### src/hdl/sevseg_pkg.sv
// Shared constants, types and character lookup for the scrolling seven-segment scanner.
package sevseg_pkg;

  localparam int unsigned MAX_LEN    = 64;
  localparam int unsigned MAX_DIGITS = 8;
  localparam int unsigned ADDR_W     = $clog2(MAX_LEN);
  localparam int unsigned LEN_W      = $clog2(MAX_LEN + 1);
  localparam int unsigned DIG_W      = $clog2(MAX_DIGITS);
  localparam int unsigned DCNT_W     = 4;
  localparam int unsigned DWELL_W    = 16;
  localparam int unsigned CODE_W     = 7;
  localparam int unsigned SEG_W      = 8;
  localparam int unsigned APB_AW     = 4;
  localparam int unsigned APB_DW     = 32;

  localparam logic [CODE_W-1:0] CODE_BLANK = CODE_W'(" ");
  localparam logic [CODE_W-1:0] CODE_FOLD  = CODE_W'(96);
  localparam logic [CODE_W-1:0] CASE_DIFF  = CODE_W'(32);
  localparam logic [SEG_W-1:0]  SEG_NONE   = 8'hff;

  typedef enum logic [1:0] {
    OP_LOAD    = 2'd0,
    OP_TICK    = 2'd1,
    OP_RESTART = 2'd2
  } op_e;

  typedef enum logic [1:0] {
    REG_DIGIT_COUNT = 2'd0,
    REG_DWELL_TICKS = 2'd1,
    REG_ONE_SHOT    = 2'd2,
    REG_MSG_LENGTH  = 2'd3
  } cfg_reg_e;

  // Segment patterns for codes 32..95.
  localparam logic [SEG_W-1:0] SEG_TABLE [64] = '{
    8'h00, 8'h86, 8'h22, 8'hff, 8'hff, 8'hff, 8'hff, 8'h20,
    8'h39, 8'h0f, 8'hff, 8'hff, 8'h04, 8'h40, 8'h80, 8'h52,
    8'h3f, 8'h06, 8'h5b, 8'h4f, 8'h66, 8'h6d, 8'h7d, 8'h07,
    8'h7f, 8'h6f, 8'hc2, 8'h82, 8'h61, 8'h48, 8'h43, 8'hd3,
    8'hff, 8'h77, 8'h7c, 8'h39, 8'h5e, 8'h79, 8'h71, 8'h3d,
    8'h74, 8'h30, 8'h1e, 8'h75, 8'h38, 8'h15, 8'h37, 8'h5c,
    8'h73, 8'h67, 8'h33, 8'h69, 8'h78, 8'h3e, 8'h2e, 8'h2a,
    8'h76, 8'h6e, 8'h4b, 8'hff, 8'h64, 8'hff, 8'hff, 8'h08
  };

  // Codes 32..95 have bits [6:5] equal to 01 or 10.
  function automatic logic [SEG_W-1:0] seg_lookup(input logic [CODE_W-1:0] code);
    logic [5:0] idx;
    idx = {code[6], code[4:0]};
    if (code[6] == code[5]) begin
      return SEG_NONE;
    end
    return SEG_TABLE[idx];
  endfunction

  // Bit i set where i is a multiple of step, for i in 0..63.
  function automatic logic [63:0] mult_mask(input int unsigned step);
    logic [63:0] m;
    int unsigned i;
    m = '0;
    i = 0;
    while (i < 64) begin
      m[i] = 1'b1;
      i = i + step;
    end
    return m;
  endfunction

  localparam logic [63:0] MASK3 = mult_mask(3);
  localparam logic [63:0] MASK5 = mult_mask(5);
  localparam logic [63:0] MASK7 = mult_mask(7);

  // 4 = 1 mod 3: sum base-4 digits.
  function automatic logic div_by3(input logic [DWELL_W-1:0] v);
    logic [5:0] s;
    s = '0;
    for (int i = 0; i < 8; i++) begin
      s = s + {4'b0, v[2*i +: 2]};
    end
    return MASK3[s];
  endfunction

  // 16 = 1 mod 5: sum base-16 digits.
  function automatic logic div_by5(input logic [DWELL_W-1:0] v);
    logic [5:0] s;
    s = '0;
    for (int i = 0; i < 4; i++) begin
      s = s + {2'b0, v[4*i +: 4]};
    end
    return MASK5[s];
  endfunction

  // 8 = 1 mod 7: sum base-8 digits.
  function automatic logic div_by7(input logic [DWELL_W-1:0] v);
    logic [5:0] s;
    s = {5'b0, v[15]};
    for (int i = 0; i < 5; i++) begin
      s = s + {3'b0, v[3*i +: 3]};
    end
    return MASK7[s];
  endfunction

endpackage

### src/hdl/sevseg_ram.sv
// Generic single-write, single-read RAM with registered read data.
module sevseg_ram #(
  parameter int unsigned Width = 8,
  parameter int unsigned Depth = 64
) (
  input  logic                     clk_i,
  input  logic                     we_i,
  input  logic [$clog2(Depth)-1:0] waddr_i,
  input  logic [Width-1:0]         wdata_i,
  input  logic                     re_i,
  input  logic [$clog2(Depth)-1:0] raddr_i,
  output logic [Width-1:0]         rdata_o
);

  logic [Width-1:0] mem_q [Depth];
  logic [Width-1:0] rdata_q;

  always_ff @(posedge clk_i) begin
    if (we_i) begin
      mem_q[waddr_i] <= wdata_i;
    end
    if (re_i) begin
      rdata_q <= mem_q[raddr_i];
    end
  end

  assign rdata_o = rdata_q;

endmodule

### src/hdl/scrolling_seven_segment_scanner.sv
// Top level: scrolling message scanner for a multiplexed seven-segment row.
//
//   channel  direction  handshake                fields
//   in       sink       in_valid_i / in_ready_o  op_i, char_code_i, char_index_i
//   out      source     out_valid_o / out_ready_i digit_index_o, segments_o, pass_end_o
//   cfg      APB        psel/penable/pwrite      paddr, pwdata, prdata
//
// One item per cycle unless out_ready_i stalls the output. A tick is decoded in the
// accept cycle, which issues the message RAM read; the lookup stage then maps the
// character to segments, and the output register takes the result once it is free.
// No clearing pass: reset only clears control registers, the RAM is never cleared.
// in_ready_o drops only while both the lookup stage and the output register hold results.
module scrolling_seven_segment_scanner (
  input  logic                                  clk_i,
  input  logic                                  rst_ni,
  input  logic                                  in_valid_i,
  output logic                                  in_ready_o,
  input  logic [1:0]                            op_i,
  input  logic [sevseg_pkg::CODE_W-1:0]         char_code_i,
  input  logic [sevseg_pkg::ADDR_W-1:0]         char_index_i,
  output logic                                  out_valid_o,
  input  logic                                  out_ready_i,
  output logic [sevseg_pkg::DIG_W-1:0]          digit_index_o,
  output logic [sevseg_pkg::SEG_W-1:0]          segments_o,
  output logic                                  pass_end_o,
  input  logic                                  psel,
  input  logic                                  penable,
  input  logic                                  pwrite,
  input  logic [sevseg_pkg::APB_AW-1:0]         paddr,
  input  logic [sevseg_pkg::APB_DW-1:0]         pwdata,
  output logic [sevseg_pkg::APB_DW-1:0]         prdata,
  output logic                                  pready
);

  import sevseg_pkg::*;

  // Configuration registers
  logic [DCNT_W-1:0]  dcnt_q;
  logic [DWELL_W-1:0] dwell_q;
  logic               one_shot_q;
  logic [LEN_W-1:0]   msg_len_q;
  logic               div3_q, div5_q, div7_q;

  // Scan state
  logic [LEN_W-1:0]   ws_q;
  logic [DWELL_W-1:0] tick_q;
  logic [DIG_W-1:0]   dpos_q;
  logic               running_q;
  logic [DIG_W-1:0]   last_digit_q;
  logic [SEG_W-1:0]   last_seg_q;

  // Lookup stage and output register
  logic               s1_valid_q;
  logic               s1_pass_q;
  logic               s1_blank_q;
  logic [DIG_W-1:0]   s1_digit_q;
  logic               out_valid_q;
  logic [DIG_W-1:0]   out_digit_q;
  logic [SEG_W-1:0]   out_seg_q;
  logic               out_pass_q;

  logic               cfg_wr;
  cfg_reg_e           cfg_idx;
  logic               in_acc;
  op_e                op;
  logic               out_free;
  logic               s1_move;
  logic [3:0]         d_eff;
  logic [LEN_W-1:0]   len_eff;
  logic [DIG_W-1:0]   dpos_eff;
  logic [7:0]         last_pos;
  logic               tick_nz;
  logic               pass_hit;
  logic               div_ok;
  logic               step;
  logic [LEN_W-1:0]   ws_step;
  logic [DWELL_W-1:0] tick_base;
  logic [DWELL_W-1:0] tick_next;
  logic [7:0]         pos;
  logic [7:0]         dm1;
  logic [7:0]         rel;
  logic               in_msg;
  logic [DIG_W-1:0]   dpos_next;
  logic               tick_res;
  logic               ram_we;
  logic [CODE_W-1:0]  load_code;
  logic               ram_re;
  logic [CODE_W-1:0]  ram_rdata;
  logic [SEG_W-1:0]   s1_seg;

  // ---------------- configuration port ----------------
  assign pready  = 1'b1;
  assign cfg_idx = cfg_reg_e'(paddr[3:2]);
  assign cfg_wr  = psel && penable && pwrite;

  always_comb begin
    prdata = '0;
    case (cfg_idx)
      REG_DIGIT_COUNT: prdata = {{(APB_DW-DCNT_W){1'b0}}, dcnt_q};
      REG_DWELL_TICKS: prdata = {{(APB_DW-DWELL_W){1'b0}}, dwell_q};
      REG_ONE_SHOT:    prdata = {{(APB_DW-1){1'b0}}, one_shot_q};
      REG_MSG_LENGTH:  prdata = {{(APB_DW-LEN_W){1'b0}}, msg_len_q};
      default:         prdata = '0;
    endcase
  end

  // Divisibility of the dwell by 3, 5 and 7 is captured with each dwell write.
  always_ff @(posedge clk_i or negedge rst_ni) begin
    if (!rst_ni) begin
      dcnt_q     <= DCNT_W'(4);
      dwell_q    <= DWELL_W'(1000);
      one_shot_q <= 1'b1;
      msg_len_q  <= '0;
      div3_q     <= div_by3(DWELL_W'(1000));
      div5_q     <= div_by5(DWELL_W'(1000));
      div7_q     <= div_by7(DWELL_W'(1000));
    end else if (cfg_wr) begin
      case (cfg_idx)
        REG_DIGIT_COUNT: dcnt_q <= pwdata[DCNT_W-1:0];
        REG_DWELL_TICKS: begin
          dwell_q <= pwdata[DWELL_W-1:0];
          div3_q  <= div_by3(pwdata[DWELL_W-1:0]);
          div5_q  <= div_by5(pwdata[DWELL_W-1:0]);
          div7_q  <= div_by7(pwdata[DWELL_W-1:0]);
        end
        REG_ONE_SHOT:    one_shot_q <= pwdata[0];
        REG_MSG_LENGTH:  msg_len_q  <= pwdata[LEN_W-1:0];
        default: ;
      endcase
    end
  end

  // ---------------- handshake ----------------
  assign out_free   = !out_valid_q || out_ready_i;
  assign s1_move    = s1_valid_q && out_free;
  assign in_ready_o = !s1_valid_q || s1_move;
  assign in_acc     = in_valid_i && in_ready_o;
  assign op         = op_e'(op_i);

  // ---------------- tick decode ----------------
  always_comb begin
    if (dcnt_q == '0) begin
      d_eff = 4'd1;
    end else if (dcnt_q > 4'(MAX_DIGITS)) begin
      d_eff = 4'(MAX_DIGITS);
    end else begin
      d_eff = dcnt_q;
    end
  end

  assign len_eff  = (msg_len_q > LEN_W'(MAX_LEN)) ? LEN_W'(MAX_LEN) : msg_len_q;
  assign dpos_eff = ({1'b0, dpos_q} >= d_eff) ? '0 : dpos_q;
  assign dm1      = {4'b0, d_eff} - 8'd1;
  assign last_pos = {1'b0, len_eff} + dm1;
  assign tick_nz  = (tick_q != '0);
  assign pass_hit = (dpos_eff == '0) && tick_nz && ({1'b0, ws_q} >= last_pos);

  always_comb begin
    case (d_eff)
      4'd1:    div_ok = 1'b1;
      4'd2:    div_ok = !dwell_q[0];
      4'd3:    div_ok = div3_q;
      4'd4:    div_ok = (dwell_q[1:0] == 2'b00);
      4'd5:    div_ok = div5_q;
      4'd6:    div_ok = div3_q && !dwell_q[0];
      4'd7:    div_ok = div7_q;
      4'd8:    div_ok = (dwell_q[2:0] == 3'b000);
      default: div_ok = 1'b0;
    endcase
  end

  // Step once the dwell has elapsed at the first digit and is a multiple of d_eff.
  assign step      = (dpos_eff == '0) && tick_nz && (tick_q == dwell_q) && div_ok;
  assign ws_step   = step ? ws_q + LEN_W'(1) : ws_q;
  assign tick_base = step ? '0 : tick_q;
  assign tick_next = (&tick_base) ? tick_base : tick_base + DWELL_W'(1);
  assign dpos_next = ({1'b0, dpos_eff} + 4'd1 == d_eff) ? '0 : dpos_eff + DIG_W'(1);

  // Padded position: leading blanks, then the message, then trailing blanks.
  assign pos    = {1'b0, ws_step} + {5'b0, dpos_eff};
  assign rel    = pos - dm1;
  assign in_msg = (pos >= dm1) && (rel < {1'b0, len_eff});

  assign tick_res = in_acc && (op == OP_TICK) && running_q && (len_eff != '0);

  always_ff @(posedge clk_i or negedge rst_ni) begin
    if (!rst_ni) begin
      ws_q         <= '0;
      tick_q       <= '0;
      dpos_q       <= '0;
      running_q    <= 1'b0;
      last_digit_q <= '0;
    end else if (in_acc) begin
      case (op)
        OP_RESTART: begin
          ws_q      <= '0;
          tick_q    <= '0;
          dpos_q    <= '0;
          running_q <= 1'b1;
        end
        OP_TICK: begin
          if (tick_res) begin
            if (pass_hit) begin
              ws_q   <= '0;
              tick_q <= '0;
              dpos_q <= '0;
              if (one_shot_q) begin
                running_q <= 1'b0;
              end
            end else begin
              ws_q         <= ws_step;
              tick_q       <= tick_next;
              dpos_q       <= dpos_next;
              last_digit_q <= dpos_eff;
            end
          end
        end
        default: ;
      endcase
    end
  end

  // ---------------- message store ----------------
  assign ram_we    = in_acc && (op == OP_LOAD);
  assign load_code = (char_code_i > CODE_FOLD) ? char_code_i - CASE_DIFF : char_code_i;
  assign ram_re    = tick_res && !pass_hit;

  sevseg_ram #(
    .Width (CODE_W),
    .Depth (MAX_LEN)
  ) u_msg_ram (
    .clk_i   (clk_i),
    .we_i    (ram_we),
    .waddr_i (char_index_i),
    .wdata_i (load_code),
    .re_i    (ram_re),
    .raddr_i (rel[ADDR_W-1:0]),
    .rdata_o (ram_rdata)
  );

  // ---------------- lookup stage ----------------
  always_ff @(posedge clk_i or negedge rst_ni) begin
    if (!rst_ni) begin
      s1_valid_q <= 1'b0;
    end else if (in_ready_o) begin
      s1_valid_q <= tick_res;
    end
  end

  always_ff @(posedge clk_i) begin
    if (tick_res) begin
      s1_pass_q  <= pass_hit;
      s1_blank_q <= !in_msg;
      s1_digit_q <= pass_hit ? last_digit_q : dpos_eff;
    end
  end

  // A pass end repeats the segments of the last shown digit.
  assign s1_seg = s1_pass_q  ? last_seg_q :
                  s1_blank_q ? seg_lookup(CODE_BLANK) : seg_lookup(ram_rdata);

  always_ff @(posedge clk_i or negedge rst_ni) begin
    if (!rst_ni) begin
      last_seg_q <= '0;
    end else if (s1_move && !s1_pass_q) begin
      last_seg_q <= s1_seg;
    end
  end

  // ---------------- output register ----------------
  always_ff @(posedge clk_i or negedge rst_ni) begin
    if (!rst_ni) begin
      out_valid_q <= 1'b0;
    end else if (out_free) begin
      out_valid_q <= s1_valid_q;
    end
  end

  always_ff @(posedge clk_i) begin
    if (s1_move) begin
      out_digit_q <= s1_digit_q;
      out_seg_q   <= s1_seg;
      out_pass_q  <= s1_pass_q;
    end
  end

  assign out_valid_o   = out_valid_q;
  assign digit_index_o = out_digit_q;
  assign segments_o    = out_seg_q;
  assign pass_end_o    = out_pass_q;

`ifndef NO_ASSERTIONS
  // A held lookup result must stay until the output register takes it.
  a_s1_hold: assert property (@(posedge clk_i) disable iff (!rst_ni)
    s1_valid_q && !out_free |=> s1_valid_q)
    else $error("lookup stage dropped a result");

  // A RAM read always fills the lookup stage on the next cycle.
  a_read_fill: assert property (@(posedge clk_i) disable iff (!rst_ni)
    ram_re |=> s1_valid_q && !s1_pass_q)
    else $error("RAM read without a lookup entry");

  // Input backpressure only when both result slots are occupied.
  a_ready: assert property (@(posedge clk_i) disable iff (!rst_ni)
    !in_ready_o |-> s1_valid_q && out_valid_q)
    else $error("input stalled with a free slot");

  // A pass end returns the scan to its start.
  a_pass_reset: assert property (@(posedge clk_i) disable iff (!rst_ni)
    tick_res && pass_hit |=> ws_q == '0 && tick_q == '0 && dpos_q == '0)
    else $error("scan state not cleared at pass end");
`endif

endmodule
### config.mk
export PLATFORM = sky130hd
export DESIGN_NAME = scrolling_seven_segment_scanner
export DESIGN_NICKNAME = d
export VERILOG_FILES = /design/src/hdl/sevseg_pkg.sv /design/src/hdl/sevseg_ram.sv /design/src/hdl/scrolling_seven_segment_scanner.sv
export SDC_FILE = /design/constraint.sdc
export NUM_CORES = 1
export LEC_CHECK = 0
export ABC_AREA = 0
export BUFFER_PORTS_ARGS = -buffer_cell sky130_fd_sc_hd__buf_4
export CAP_MARGIN = 10
export CELL_PAD_IN_SITES_DETAIL_PLACEMENT = 1
export CELL_PAD_IN_SITES_GLOBAL_PLACEMENT = 2
export CORE_ASPECT_RATIO = 0.5
export CORE_MARGIN = 4
export CORE_UTILIZATION = 35
export CTS_CLUSTER_DIAMETER = 30
export DETAILED_ROUTE_END_ITERATION = 16
export PLACE_DENSITY_LB_ADDON = 0.2
export SLEW_MARGIN = 20
export SYNTH_ARGS = -nofsm -noshare
export SYNTH_HDL_FRONTEND = slang
export SYNTH_SLANG_ARGS = --single-unit
### constraint.sdc
create_clock -name clk_i -period 6.26 [get_ports clk_i]
set_input_delay 0.939 -clock clk_i [delete_from_list [all_inputs] [get_ports clk_i]]
set_output_delay 0.939 -clock clk_i [all_outputs]
set_load 0.1 [all_outputs]
==> summary.md <==
| Metric | Value |
|---|---|
| Status | completed |
| Mapped Area | 25600 sq um |
| Area contributors post-synth | edfxtp_1, mux4_2, dfrtp_1, ha_1, fa_1 |
| CTS tree | yes |
| CTS clk-pin slew, worst paths | 0.05 ns |
| DRT Pass-1 Iters | 4 |
| Area grow syn2layout | 21.1% |
| Syn avg cell area | 15.8 sq um |
| Crit end category | flop |
| Worst EP arrival | 6.54 ns |
| Fin. Hold Viols | 0 |
| Grt total ovfl | 0 |
| Post-DP HPWL | 45.1 mm |
| Drt wl/cell | 24.6 um |
| Reg2Reg Launch Point | dcnt_q[2] |
| Reg2reg setup slack | 0.08 ns |
| Die Area | 77800 sq um |
| Register area share after synthesis | 62.4% |
| RSZ-0062 raised after global routing | true |
| R2R cell count | 21 |
| Worst-margin pin slew | 1.13 ns |
| Min-Delay Path Class | in2async |
| Area of the multi-input gates | 9120 sq um |
| Final core utilization | 43.2% |
| First-pass GRT wire length | 103 mm |
| Setup TNS | 0 ns |
| Delay-heaviest family, CP | adder cells |
| Nets | 1925 |
| Final-report max-slew violation count | 0 |
| Core Box Area | 71700 sq um |
| Pwr Density | 493 nW/um^2 |
| Ys async rst share | 13.1% |
| CP max-delay cell | fa_4 |
| Fmax | 0.162 GHz |
| Cts bufs inserted | 91 |
| Antenna viol nets, final | 0 |
| Top cell type's share of synthesized area | 55.4% |
| Root Buffer | clkbuf_16 |
| CP startpoint kind | flop |
| Setup Viol. Count Final | 0 |
| Fillers | 6999 |
| Levels on crit path | 21 |
| Top_reg_cell synth | edfxtp_1 |
| Yosys warns | 0 |
| H-Tree Depth | 3 |
| Residual DRC count | 0 |
| Most frequent cells in the layout | edfxtp_1, mux4_2, nand2_1, nor2_1, buf_4 |
| Setup CP Type | reg2reg |
| DIE WIDTH | 390 um |
| CP max FO | 7 |
| GP Congestion | 0.801 |
| CTS max path bufs | 3 |
| Largest net degree at the start of global routing | 72 |
| Total number of vias | 14800 |
| Setup Skew | 0.0346 ns |
| Leading cell type in the layout, fill and taps excluded | edfxtp_1 |
| Iteration-0 DRC Markers | 923 |
| Maximum vdd drop | 0.227 mV |
| Most frequent CP cell | mux4_2 |
| N_diodes | 0 |
| Antenna violations before repair | 0 |
| Total power | 15.3 mW |
| Post-synth cell types | 76 |
| Max_slew headroom | 23.7% |
| Leakage | 11.0 nW |
| Cell taking the most area after synthesis | edfxtp_1 |
| # IOs | 105 |
| Worst path max stage delay | 0.86 ns |
| Syn Inst Count | 1617 |
| Total GRT Usage | 17.7% |
| Reg area | 16000 sq um |
| Min Tclk post-route | 6.18 ns |
| Total Wirelength | 68.9 mm |
| # Max-Cap Violations | 0 |
| CP bufs+invs | 4 |
| Post-synth EDFFs | 472 |
| CTS Sinks | 543 |
| Clk_lat worst skew | 0.66 ns |
| Vias in the first global route | 16100 |
| IO Port Bufs | 69 |
| Critical R2R Capture | u_msg_ram.rdata_o[6] |
| Initial core utilization | 35.7% |
| Proportion of layout cells with a drive suffix above 1 | 27.0% |
| Final Cycle Share | 98.7% |
| Via-per-instance ratio | 5.27 |
| Crit-path cells | nor2_1, nor2_1, nor2_2, ha_1, nand2b_4, a21o_1, a21oi_2, buf_4, o21ai_4, ha_2, nand4_4, a211oi_4, mux2_4, fa_1, fa_4, buf_12, buf_12, clkbuf_16, mux4_2, mux4_2, mux4_2 |
| Required time of the critical path | 6.62 ns |
| Core Rows | 69 |
| Flops & latches, synth | 543 |
| Chip height | 199 um |
worst max-delay path by stage:
stage / start / to / slack, ns
floorplan: dcnt_q[3] / u_msg_ram.rdata_o[2] / 0.003
CTS: dcnt_q[2] / u_msg_ram.rdata_o[2] / 0.0003
detailed placement: dcnt_q[2] / u_msg_ram.rdata_o[2] / 0.02
global route: dcnt_q[2] / u_msg_ram.rdata_o[4] / -0.05
global placement: dcnt_q[2] / u_msg_ram.rdata_o[1] / 0.09
finish: dcnt_q[2] / u_msg_ram.rdata_o[6] / 0.08
synthesized netlist by cell type, types with 8 or more instances:
master      n
clkbuf_1   46
a21o_1     28
buf_4      18
a211oi_1   11
a31oi_1    10
xnor2_1    20
mux4_2    149
nor2b_1    16
nand4_1     8
nand2_1   112
o21ai_0    57
fa_1       31
nand3_1    26
xor2_1     31
nor3_1     14
mux2_2     23
buf_2      16
buf_1       9
mux2i_1    14
nor2_1    103
inv_1      62
ha_1       69
nor3b_1     9
nand3b_1    8
nand2b_1   21
and2_1     14
a21oi_1    47
dfrtp_1    62
dfstp_2     9
edfxtp_1  472
cells by family (layout without fill, tap and decap cells):
kind of cell             Yosys count  in the layout  synth area share (%)
other                              2             26                0.0293
buffers and inverters            156            359                  2.75
XOR/XNOR                          51             51                  1.74
AND/OR/NAND/NOR                  368            368                  7.21
multiplexers                     186            186                  14.7
flip-flops                       543            543                  62.4
AO/OA/AOI/OAI                    211            211                  5.45
adder cells (fa/ha/maj)          100            100                  5.80
repair_timing:
item	4_1_cts	5_1_grt
setup buffers	2	8
endpoints found under the setup margin	7	8
hold buffers	0	0
pin swaps	0	6
cloned	2	2
gates resized for setup	1	21
registers in the layout (all words and copies together) (netlist names), 3 cells and up:
name	cells
last_digit_q	3
tick_q	16
ws_q	7
u_msg_ram.rdata_o	7
digit_index_o	3
last_seg_q	8
dwell_q	16
u_msg_ram.mem_q	448
segments_o	8
s1_digit_q	3
dcnt_q	4
msg_len_q	7
dpos_q	3
routing by layer:
| metal | wire length [um] | up-vias | global-route usage [%] |
|---|---|---|---|
| met5 | 0 | - | 0 |
| met4 | 1630 | 0 | 5.19 |
| met3 | 3570 | 105 | 3.74 |
| met2 | 34400 | 363 | 30.6 |
| met1 | 29400 | 7741 | 22.7 |
| li1 | - | 6561 | - |
cell type report:
class / instances / share of cell area, %
Sequential cell: 543 / 51.5
Multi-Input combinational cell: 942 / 29.4
Clock buffer: 100 / 7.52
Timing Repair Buffer: 126 / 4.04
Tap cell: 958 / 3.87
Clock inverter: 70 / 2.90
Inverter: 63 / 0.763
through the flow:
step	cell area [sq um]	cells	hold WS, ns	worst slack (ns)
3_5_place_dp	27400	2617	0.467	0.0177
6_report	31000	2802	0.307	0.0797
3_3_place_gp	27400	2617	0.465	0.0877
4_1_cts	30800	2791	0.477	0.000273
2_1_floorplan	25700	1641	0.400	0.00336
5_1_grt	31000	2802	0.387	-0.0454
power breakdown:
group          internal, mW  total, mW  switching [mW]
combinational          2.94       5.93            2.99
clock                  3.22       5.13            1.91
sequential             4.08       4.21           0.128
Note: power is estimated with default switching activity, not from simulation.
